$ cat src/sv/bdq_pkg.sv
// shared constants, request codes and controller command struct
// depends on nothing
`timescale 1ns / 1ps
`default_nettype none

package bdq_pkg;

    localparam int WORD_W    = 32;
    localparam int REQ_W     = 3;
    localparam int CAP_W     = 7;
    localparam int DEPTH_DEF = 64;

    localparam logic [CAP_W-1:0]  CAP_RESET  = 7'd64;
    localparam logic [WORD_W-1:0] EMPTY_WORD = '1;

    localparam logic [REQ_W-1:0] REQ_PUSH_FRONT = 3'd0;
    localparam logic [REQ_W-1:0] REQ_PUSH_BACK  = 3'd1;
    localparam logic [REQ_W-1:0] REQ_POP_FRONT  = 3'd2;
    localparam logic [REQ_W-1:0] REQ_POP_BACK   = 3'd3;
    localparam logic [REQ_W-1:0] REQ_PEEK       = 3'd4;

    typedef struct packed {
        logic exec;     // request transfer: update pointers, count, storage
        logic capture;  // register storage reads at front and rear
        logic load;     // fill the result register
    } dp_cmd_t;

endpackage

`default_nettype wire

$ cat src/sv/bdq_if.sv
// valid/ready channel interfaces for requests, results and configuration
// depends on bdq_pkg
`timescale 1ns / 1ps
`default_nettype none

interface bdq_req_if;
    import bdq_pkg::*;
    logic                     valid;
    logic                     ready;
    logic [REQ_W-1:0]         req_type;
    logic signed [WORD_W-1:0] value;

    modport source (output valid, output req_type, output value, input ready);
    modport sink (input valid, input req_type, input value, output ready);
endinterface

interface bdq_rsp_if;
    import bdq_pkg::*;
    logic                     valid;
    logic                     ready;
    logic                     ok;
    logic signed [WORD_W-1:0] front_value;
    logic signed [WORD_W-1:0] rear_value;
    logic                     is_empty;
    logic                     is_full;

    modport source (output valid, output ok, output front_value, output rear_value,
                    output is_empty, output is_full, input ready);
    modport sink (input valid, input ok, input front_value, input rear_value,
                  input is_empty, input is_full, output ready);
endinterface

interface bdq_cfg_if;
    import bdq_pkg::*;
    logic             valid;
    logic             ready;
    logic [CAP_W-1:0] capacity;

    modport source (output valid, output capacity, input ready);
    modport sink (input valid, input capacity, output ready);
endinterface

`default_nettype wire

$ cat src/sv/bounded_double_ended_queue.sv
// a request transfer updates pointers, count and storage; a registered two-port
//   read then captures the new front and rear entries, and the result register is
//   loaded from them once the previous result is drained; requests are not overlapped
// a new request is taken while the previous result still waits in the output register
// reset: pointers and count cleared, capacity 64; storage holds no reset value
`timescale 1ns / 1ps
`default_nettype none

module bounded_double_ended_queue #(
    parameter int DEPTH = bdq_pkg::DEPTH_DEF
) (
    input  wire logic  clk,
    input  wire logic  rst_n,
    bdq_req_if.sink    req,
    bdq_rsp_if.source  rsp,
    bdq_cfg_if.sink    cfg
);
    import bdq_pkg::*;

    dp_cmd_t cmd;

    // configuration is always taken
    assign cfg.ready = 1'b1;

    bdq_ctrl u_ctrl (
        .clk       (clk),
        .rst_n     (rst_n),
        .in_valid  (req.valid),
        .in_ready  (req.ready),
        .out_valid (rsp.valid),
        .out_ready (rsp.ready),
        .cmd       (cmd)
    );

    bdq_datapath #(
        .DEPTH (DEPTH)
    ) u_datapath (
        .clk             (clk),
        .rst_n           (rst_n),
        .cmd             (cmd),
        .cfg_we          (cfg.valid),
        .cfg_capacity    (cfg.capacity),
        .in_req_type     (req.req_type),
        .in_value        (req.value),
        .out_ok          (rsp.ok),
        .out_front_value (rsp.front_value),
        .out_rear_value  (rsp.rear_value),
        .out_is_empty    (rsp.is_empty),
        .out_is_full     (rsp.is_full)
    );

endmodule

`default_nettype wire

$ cat src/sv/bdq_ctrl.sv
// sequencing state machine: accept, storage read, result load
// depends on bdq_pkg
`timescale 1ns / 1ps
`default_nettype none

module bdq_ctrl (
    input  wire logic      clk,
    input  wire logic      rst_n,
    input  wire logic      in_valid,
    output logic           in_ready,
    output logic           out_valid,
    input  wire logic      out_ready,
    output bdq_pkg::dp_cmd_t cmd
);
    import bdq_pkg::*;

    typedef enum logic [1:0] {
        S_IDLE,
        S_READ,
        S_LOAD
    } state_t;

    state_t state_reg;
    logic   out_valid_reg;
    logic   out_valid_next;
    logic   load_ok;

    // result register is free when empty or being drained this cycle
    assign load_ok     = !out_valid_reg || out_ready;
    assign in_ready    = (state_reg == S_IDLE);
    assign out_valid   = out_valid_reg;
    assign cmd.exec    = in_valid && (state_reg == S_IDLE);
    assign cmd.capture = (state_reg == S_READ);
    assign cmd.load    = (state_reg == S_LOAD) && load_ok;

    // a load in the same cycle as a drain keeps the result valid
    always_comb
    begin
        out_valid_next = out_valid_reg;
        if (out_valid_reg && out_ready)
        begin
            out_valid_next = 1'b0;
        end
        if (cmd.load)
        begin
            out_valid_next = 1'b1;
        end
    end

    always_ff @(posedge clk or negedge rst_n)
    begin
        if (!rst_n)
        begin
            state_reg     <= S_IDLE;
            out_valid_reg <= 1'b0;
        end
        else
        begin
            out_valid_reg <= out_valid_next;
            unique case (state_reg)
                S_IDLE:
                begin
                    if (in_valid)
                    begin
                        state_reg <= S_READ;
                    end
                end
                S_READ:
                begin
                    state_reg <= S_LOAD;
                end
                S_LOAD:
                begin
                    if (load_ok)
                    begin
                        state_reg <= S_IDLE;
                    end
                end
                default:
                begin
                    state_reg <= S_IDLE;
                end
            endcase
        end
    end

endmodule

`default_nettype wire

$ cat src/sv/bdq_datapath.sv
// ring storage, head/tail pointers, entry count, capacity and result register
// depends on bdq_pkg
`timescale 1ns / 1ps
`default_nettype none

module bdq_datapath #(
    parameter int DEPTH = bdq_pkg::DEPTH_DEF
) (
    input  wire logic                             clk,
    input  wire logic                             rst_n,
    input  wire bdq_pkg::dp_cmd_t                 cmd,
    input  wire logic                             cfg_we,
    input  wire logic [bdq_pkg::CAP_W-1:0]        cfg_capacity,
    input  wire logic [bdq_pkg::REQ_W-1:0]        in_req_type,
    input  wire logic signed [bdq_pkg::WORD_W-1:0] in_value,
    output logic                                  out_ok,
    output logic signed [bdq_pkg::WORD_W-1:0]     out_front_value,
    output logic signed [bdq_pkg::WORD_W-1:0]     out_rear_value,
    output logic                                  out_is_empty,
    output logic                                  out_is_full
);
    import bdq_pkg::*;

    localparam int PTR_W = (DEPTH > 1) ? $clog2(DEPTH) : 1;
    localparam int CNT_W = $clog2(DEPTH + 1);
    localparam int LIM_W = (CAP_W > CNT_W) ? CAP_W : CNT_W;
    localparam logic [PTR_W-1:0] PTR_LAST = PTR_W'(DEPTH - 1);

    logic [WORD_W-1:0] mem [DEPTH];

    logic [CAP_W-1:0]  cap_reg;
    logic [PTR_W-1:0]  front_reg, front_next;
    logic [PTR_W-1:0]  rear_reg, rear_next;
    logic [CNT_W-1:0]  count_reg, count_next;
    logic              ok_reg, ok_next;
    logic [WORD_W-1:0] rd_front_reg;
    logic [WORD_W-1:0] rd_rear_reg;

    logic              res_ok_reg;
    logic [WORD_W-1:0] res_front_reg;
    logic [WORD_W-1:0] res_rear_reg;
    logic              res_empty_reg;
    logic              res_full_reg;

    logic [LIM_W-1:0] cap_ext;
    logic [LIM_W-1:0] limit;
    logic             full;
    logic             empty;
    logic             is_push;
    logic             is_pop;
    logic             wr_en;
    logic [PTR_W-1:0] wr_addr;
    logic [PTR_W-1:0] front_prev;
    logic [PTR_W-1:0] front_succ;
    logic [PTR_W-1:0] rear_prev;
    logic [PTR_W-1:0] rear_succ;

    // zero capacity acts as one, anything above the ring size as the ring size
    assign cap_ext = LIM_W'(cap_reg);
    always_comb
    begin
        priority if (cap_reg == '0)
            limit = LIM_W'(1);
        else if (cap_ext > LIM_W'(DEPTH))
            limit = LIM_W'(DEPTH);
        else
            limit = cap_ext;
    end

    assign full  = LIM_W'(count_reg) >= limit;
    assign empty = (count_reg == '0);

    assign front_prev = (front_reg == '0) ? PTR_LAST : front_reg - PTR_W'(1);
    assign front_succ = (front_reg == PTR_LAST) ? '0 : front_reg + PTR_W'(1);
    assign rear_prev  = (rear_reg == '0) ? PTR_LAST : rear_reg - PTR_W'(1);
    assign rear_succ  = (rear_reg == PTR_LAST) ? '0 : rear_reg + PTR_W'(1);

    assign is_push = (in_req_type == REQ_PUSH_FRONT) || (in_req_type == REQ_PUSH_BACK);
    assign is_pop  = (in_req_type == REQ_POP_FRONT) || (in_req_type == REQ_POP_BACK);
    assign wr_en   = cmd.exec && is_push && !full;

    always_comb
    begin
        front_next = front_reg;
        rear_next  = rear_reg;
        count_next = count_reg;
        ok_next    = 1'b1;
        wr_addr    = front_reg;
        if (is_push)
        begin
            if (full)
            begin
                ok_next = 1'b0;
            end
            else
            begin
                count_next = count_reg + CNT_W'(1);
                // first entry lands at the front slot and both ends meet there
                if (empty)
                begin
                    rear_next = front_reg;
                    wr_addr   = front_reg;
                end
                else if (in_req_type == REQ_PUSH_FRONT)
                begin
                    front_next = front_prev;
                    wr_addr    = front_prev;
                end
                else
                begin
                    rear_next = rear_succ;
                    wr_addr   = rear_succ;
                end
            end
        end
        else if (is_pop)
        begin
            if (empty)
            begin
                ok_next = 1'b0;
            end
            else
            begin
                count_next = count_reg - CNT_W'(1);
                // last entry out leaves both pointers in place
                if (count_reg != CNT_W'(1))
                begin
                    if (in_req_type == REQ_POP_FRONT)
                        front_next = front_succ;
                    else
                        rear_next = rear_prev;
                end
            end
        end
    end

    always_ff @(posedge clk or negedge rst_n)
    begin
        if (!rst_n)
        begin
            cap_reg   <= CAP_RESET;
            front_reg <= '0;
            rear_reg  <= '0;
            count_reg <= '0;
        end
        else
        begin
            if (cfg_we)
            begin
                cap_reg <= cfg_capacity;
            end
            if (cmd.exec)
            begin
                front_reg <= front_next;
                rear_reg  <= rear_next;
                count_reg <= count_next;
            end
        end
    end

    always_ff @(posedge clk)
    begin
        if (wr_en)
        begin
            mem[wr_addr] <= in_value;
        end
        if (cmd.capture)
        begin
            rd_front_reg <= mem[front_reg];
            rd_rear_reg  <= mem[rear_reg];
        end
    end

    always_ff @(posedge clk)
    begin
        if (cmd.exec)
        begin
            ok_reg <= ok_next;
        end
        if (cmd.load)
        begin
            res_ok_reg    <= ok_reg;
            res_front_reg <= empty ? EMPTY_WORD : rd_front_reg;
            res_rear_reg  <= empty ? EMPTY_WORD : rd_rear_reg;
            res_empty_reg <= empty;
            res_full_reg  <= full;
        end
    end

    assign out_ok          = res_ok_reg;
    assign out_front_value = res_front_reg;
    assign out_rear_value  = res_rear_reg;
    assign out_is_empty    = res_empty_reg;
    assign out_is_full     = res_full_reg;

endmodule

`default_nettype wire

$ cat src/flat_wrapper.sv
// flat-port wrapper written by rule: the top's interface ports become plain ports
module bounded_double_ended_queue_flat import bdq_pkg::*;
#(
    parameter int DEPTH = bdq_pkg::DEPTH_DEF
)
  (clk, rst_n, req_valid, req_req_type, req_value, req_ready, rsp_valid, rsp_ok, rsp_front_value, rsp_rear_value, rsp_is_empty, rsp_is_full, rsp_ready, cfg_valid, cfg_capacity, cfg_ready);
  bdq_req_if req_i ();
  bdq_rsp_if rsp_i ();
  bdq_cfg_if cfg_i ();
  input  wire logic clk;
  input  wire logic rst_n;
  input wire logic [$bits(req_i.valid)-1:0] req_valid;
  input wire logic [$bits(req_i.req_type)-1:0] req_req_type;
  input wire logic [$bits(req_i.value)-1:0] req_value;
  output wire logic [$bits(req_i.ready)-1:0] req_ready;
  output wire logic [$bits(rsp_i.valid)-1:0] rsp_valid;
  output wire logic [$bits(rsp_i.ok)-1:0] rsp_ok;
  output wire logic [$bits(rsp_i.front_value)-1:0] rsp_front_value;
  output wire logic [$bits(rsp_i.rear_value)-1:0] rsp_rear_value;
  output wire logic [$bits(rsp_i.is_empty)-1:0] rsp_is_empty;
  output wire logic [$bits(rsp_i.is_full)-1:0] rsp_is_full;
  input wire logic [$bits(rsp_i.ready)-1:0] rsp_ready;
  input wire logic [$bits(cfg_i.valid)-1:0] cfg_valid;
  input wire logic [$bits(cfg_i.capacity)-1:0] cfg_capacity;
  output wire logic [$bits(cfg_i.ready)-1:0] cfg_ready;
  assign req_i.valid = req_valid;
  assign req_i.req_type = req_req_type;
  assign req_i.value = req_value;
  assign req_ready = req_i.ready;
  assign rsp_valid = rsp_i.valid;
  assign rsp_ok = rsp_i.ok;
  assign rsp_front_value = rsp_i.front_value;
  assign rsp_rear_value = rsp_i.rear_value;
  assign rsp_is_empty = rsp_i.is_empty;
  assign rsp_is_full = rsp_i.is_full;
  assign rsp_i.ready = rsp_ready;
  assign cfg_i.valid = cfg_valid;
  assign cfg_i.capacity = cfg_capacity;
  assign cfg_ready = cfg_i.ready;
  bounded_double_ended_queue #(.DEPTH(DEPTH)) u_core (.clk(clk), .rst_n(rst_n), .req(req_i), .rsp(rsp_i), .cfg(cfg_i));
endmodule
$ cat config.mk
export PLATFORM = sky130hd
export DESIGN_NAME = bounded_double_ended_queue_flat
export DESIGN_NICKNAME = d
export VERILOG_FILES = /design/src/sv/bdq_pkg.sv /design/src/sv/bdq_if.sv /design/src/sv/bounded_double_ended_queue.sv /design/src/sv/bdq_ctrl.sv /design/src/sv/bdq_datapath.sv /design/src/flat_wrapper.sv
export SDC_FILE = /design/constraint.sdc
export NUM_CORES = 2
export LEC_CHECK = 0
export BUFFER_PORTS_ARGS = -buffer_cell sky130_fd_sc_hd__buf_2
export CAP_MARGIN = 30
export CORE_MARGIN = 3
export CORE_UTILIZATION = 69
export CTS_BUF_LIST = sky130_fd_sc_hd__clkbuf_2 sky130_fd_sc_hd__clkbuf_4 sky130_fd_sc_hd__clkbuf_8
export DETAILED_ROUTE_END_ITERATION = 8
export MAX_ROUTING_LAYER = met4
export PLACE_DENSITY = 0.86
export SKIP_LAST_GASP = 1
export SLEW_MARGIN = 20
export SYNTH_ARGS = -nofsm -noshare
export SYNTH_HDL_FRONTEND = slang
export SYNTH_SLANG_ARGS = --single-unit
export TNS_END_PERCENT = 5
$ cat constraint.sdc
create_clock -name clk -period 6.4 [get_ports clk]
set_input_delay 1.92 -clock clk [delete_from_list [all_inputs] [get_ports clk]]
set_output_delay 1.92 -clock clk [all_outputs]
set_load 0.005 [all_outputs]
==> summary.md <==
| Metric | Value |
|---|---|
| Outcome | `completed` |
| Period utilisation layout | `0.739` |
| Slowest-stage cell, CP | `dfrtp_4` |
| Hold crit path type | `flop to flop` |
| Worst hold endpoint | `u_core.u_datapath.out_ok` |
| Top cells by area, synth | `edfxtp_1 65%, mux4_2 28%, dfrtp_1 0.70%, buf_2 0.67%, mux2i_1 0.57%` |
| Reg clk slew, reported paths | `0.06 ns` |
| Reg2reg start | `u_core.u_datapath.front_reg[0]` |
| Number of synthesized flops with an enable pin | `2180` |
| Vias per inst | `8.34` |
| Initial Util | `0.697` |
| Final setup violation count | `0` |
| Reg2reg path depth | `10` |
| Pint | `31.6 mW` |
| Flops & latches, synth | `2209` |
| CTS Buffer Depth | `4` |
| GR Overflow Total | `0` |
| H-tree depth | `5` |
| RSZ-0062 raised after global routing | `no` |
| Slowest stage delay, CP | `1.06 ns` |
| Post-Syn Instances | `4595` |
| Largest net degree at the start of global routing | `114` |
| DR WL/cell | `44.0 um` |
| CTS sink cnt | `2209` |
| Reg2reg setup slack | `1.67 ns` |
| Top delay family on crit path | `buffers and inverters` |
| Rel. slew slack | `0.199` |
| Area leader, netlist | `edfxtp_1` |
| First-pass GRT wire length | `432 mm` |
| Chip width | `388 um` |
| Port Buffers | `115` |
| Peak supply drop | `0.430 mV` |
| Dpl ws | `0.975 ns` |
| Sw frac | `0.375` |
| Boundary pin count | `117` |
| Overall Global Routing Usage | `0.428` |
| Number of global-route vias before repair | `57400` |
| Post-CTS Setup Bufs | `0` |
| Startpoint types | `flop` |
| Crit path time final | `4.73 ns` |
| Pwr Density | `454 nW/um^2` |
| Final nets | `4984` |
| Cell Chain, Critical Path | `inv_1, ha_1, or2_2, o21ai_0, a31oi_1, o21ai_0, nand2_2, buf_4, nor2_4, buf_4` |
| CTS root buf | `clkbuf_8` |
| Clk_lat worst skew | `1.07 ns` |
| Clock network power share | `0.233` |
| Syn nets | `4658` |
| Routability Congestion | `0.975` |
| R2r endpoint | `u_core.u_datapath.mem[57][29]` |
| Max Cap Viol | `0` |
| Syn-to-layout area delta | `10.7%` |
| Critical Path End Type | `flop` |
| WS Path Type | `flop to flop` |
| Synth Area per Inst | `21.9 sq um` |
| Async S/R FF share, synth | `0.0131` |
| WP data required | `7.04 ns` |
| Pre-antenna DRT Iters | `6` |
| Vias | `59400` |
| CP max FO | `42` |
| Pleak | `34.5 nW` |
| CTS resizes | `0` |
| Hold path start | `u_core.u_datapath.ok_reg` |
| Crit. Startpoint | `u_core.u_datapath.front_reg[0]` |
| Die ar. | `150000 sq um` |
| Final ANT Viol Nets | `0` |
| Worst-Margin Slew | `1.19 ns` |
| Fmax | `0.211 GHz` |
| DR DRC count | `0` |
| Yosys top cell area share | `0.651` |
| Crit path DAT | `5.37 ns` |
| Unique masters post-synth | `69` |
| Final wirelength | `313 mm` |
| Share of layout cells above drive strength 1 | `0.422` |
| Prevailing post-synth register cell | `edfxtp_1` |
| Core Footprint | `144000 sq um` |
| Sequential fraction of the synthesis area | `0.658` |
| Rows | `139` |
| Inserted Clock Buffers | `353` |
| CTS Hold Bufs | `0` |
| TritonCTS clock tree | `built` |
| Max reg flops | `2048` |
| Mapped cell area | `101000 sq um` |
| Slew Limit Fails | `0` |
| Fin Clk Skew | `0.0853 ns` |
| Sw Pwr | `18.9 mW` |
| Starting DRT DRC Count | `12500` |
| Register name with the most flops | `u_core.u_datapath.mem` |
| Setup TNS | `0 ns` |
| Sequential share of power | `0.339` |
| Final WS setup | `1.67 ns` |
| Bufs and invs on worst path | `3` |
| Syn. warnings | `0` |
| Die height | `388 um` |
| Worst Hold Path Cells | `0` |
| Endpoints failing hold | `0` |
| Initial antenna violation count | `35` |
| Comb pwr share | `0.428` |
| Dpl hpwl | `195 mm` |
-- routing by layer --
metal	wire length, um	GRT usage	vias to the layer above
met5	0	-	-
met4	18200	0.169	0
met3	61500	0.193	1349
met2	141000	0.598	7045
met1	93200	0.561	29900
li1	-	-	21100
-- worst max path at each step --
stage / endpoint / slack, ns / depth (start not counted)
final: u_core.u_datapath.mem[57][29] / 1.67 / 10
after global routing: u_core.u_datapath.mem[42][28] / 1.57 / 8
after CTS: u_core.u_datapath.mem[26][17] / 1.82 / 7
after detailed placement: u_core.u_datapath.mem[27][30] / 0.98 / 6
after global placement: u_core.u_datapath.mem[29][24] / 0.94 / 6
after floorplan: u_core.u_datapath.out_front_value[0] / 0.86 / 2
-- power by group through the flow --
| stage | logic, mW | clock network, mW | registers (mW) |
|---|---|---|---|
| after floorplan | 13.3 | 0 | 17.0 |
| after global placement | 20.1 | 0 | 17.4 |
| after detailed placement | 20.4 | 0 | 17.4 |
| after CTS | 20.5 | 11.7 | 17.1 |
| after global routing | 21.9 | 12.4 | 17.1 |
| final | 21.6 | 11.8 | 17.1 |
-- per-stage QoR --
step | cells | utilization | instance area (sq um) | hold slack [ns] | power [mW]
floorplan | 4595 | - | 101000 | 0.400 | 30.3
global placement | 6453 | 0.723 | 104000 | 0.401 | 37.5
detailed placement | 6462 | 0.724 | 104000 | 0.405 | 37.8
CTS | 7079 | 0.771 | 111000 | 0.421 | 49.3
global route | 7117 | 0.772 | 111000 | 0.427 | 51.4
finish | 7124 | 0.772 | 111000 | 0.426 | 50.5
-- cell families after synthesis --
group / count (synthesis) / share of synthesized area
other: 1 / 0.0000373
muxes: 1295 / 0.282
buffers and inverters: 368 / 0.0169
adders and majority gates: 16 / 0.00199
and+or+nand+nor: 385 / 0.0183
DFF: 2209 / 0.658
AOI/OAI and AO/OA: 309 / 0.0214
xor gates and xnor gates: 12 / 0.00105
-- final cells by class --
| cell class | count | area, sq um |
|---|---|---|
| sequential | 2209 | 66200 |
| tap | 1903 | 2380 |
| clock buffer | 466 | 5750 |
| fill | 6795 | 32900 |
| multi-input combinational | 2018 | 33200 |
| antenna | 38 | 95.1 |
| clock inverter | 151 | 892 |
| timing repair buffer | 323 | 2700 |
| inverter | 16 | 67.6 |
-- cells in the mapped netlist (7+ instances only) --
library cell / count
a221oi_1: 32
o21ai_0: 50
nand2_1: 92
buf_1: 40
mux2_2: 7
buf_2: 134
dfrtp_1: 28
ha_1: 16
a22oi_1: 41
nand2b_1: 87
o21a_1: 8
clkbuf_1: 149
nand3_1: 16
inv_1: 13
buf_4: 19
nor2_1: 132
o22ai_1: 57
o221ai_1: 11
o21ai_1: 11
a21oi_1: 30
nor3_1: 10
buf_6: 10
o2111ai_1: 8
nand4_1: 7
edfxtp_1: 2180
a31oi_1: 12
xnor2_1: 7
mux4_2: 1230
mux2i_1: 57
-- cell usage in the layout (no fill, tap or decap), types with 7 or more instances in the layout --
cell / instances
o21a_1: 8
nor2_1: 62
a221oi_1: 32
buf_16: 7
a31oi_1: 12
o21ai_1: 12
mux2_2: 7
mux2i_1: 57
dfrtp_1: 19
buf_2: 114
clkbuf_4: 107
mux4_2: 1230
clkinv_1: 95
clkinv_2: 38
clkbuf_8: 360
buf_12: 33
diode_2: 38
buf_4: 167
a22oi_1: 41
a21oi_1: 30
o2111ai_1: 8
xnor2_1: 7
ha_1: 16
nand2b_1: 87
nor3_1: 10
dfrtp_4: 8
clkinvlp_4: 7
nand2_1: 92
nand3_1: 15
o22ai_1: 57
o21ai_0: 49
o221ai_1: 11
inv_1: 12
nand4_1: 7
bufinv_16: 9
edfxtp_1: 2180
nor2_4: 67
-- worst reg2reg max path, cell delays in order, from the launching register on --
cell     delay, ns
dfrtp_4       1.06
inv_1         0.27
ha_1          0.34
or2_2         0.29
o21ai_0       0.41
a31oi_1       0.14
o21ai_0       0.46
nand2_2       0.40
buf_4         0.31
nor2_4        0.09
buf_4         0.55
No activity file was read; power rests on OpenSTA's default activity.
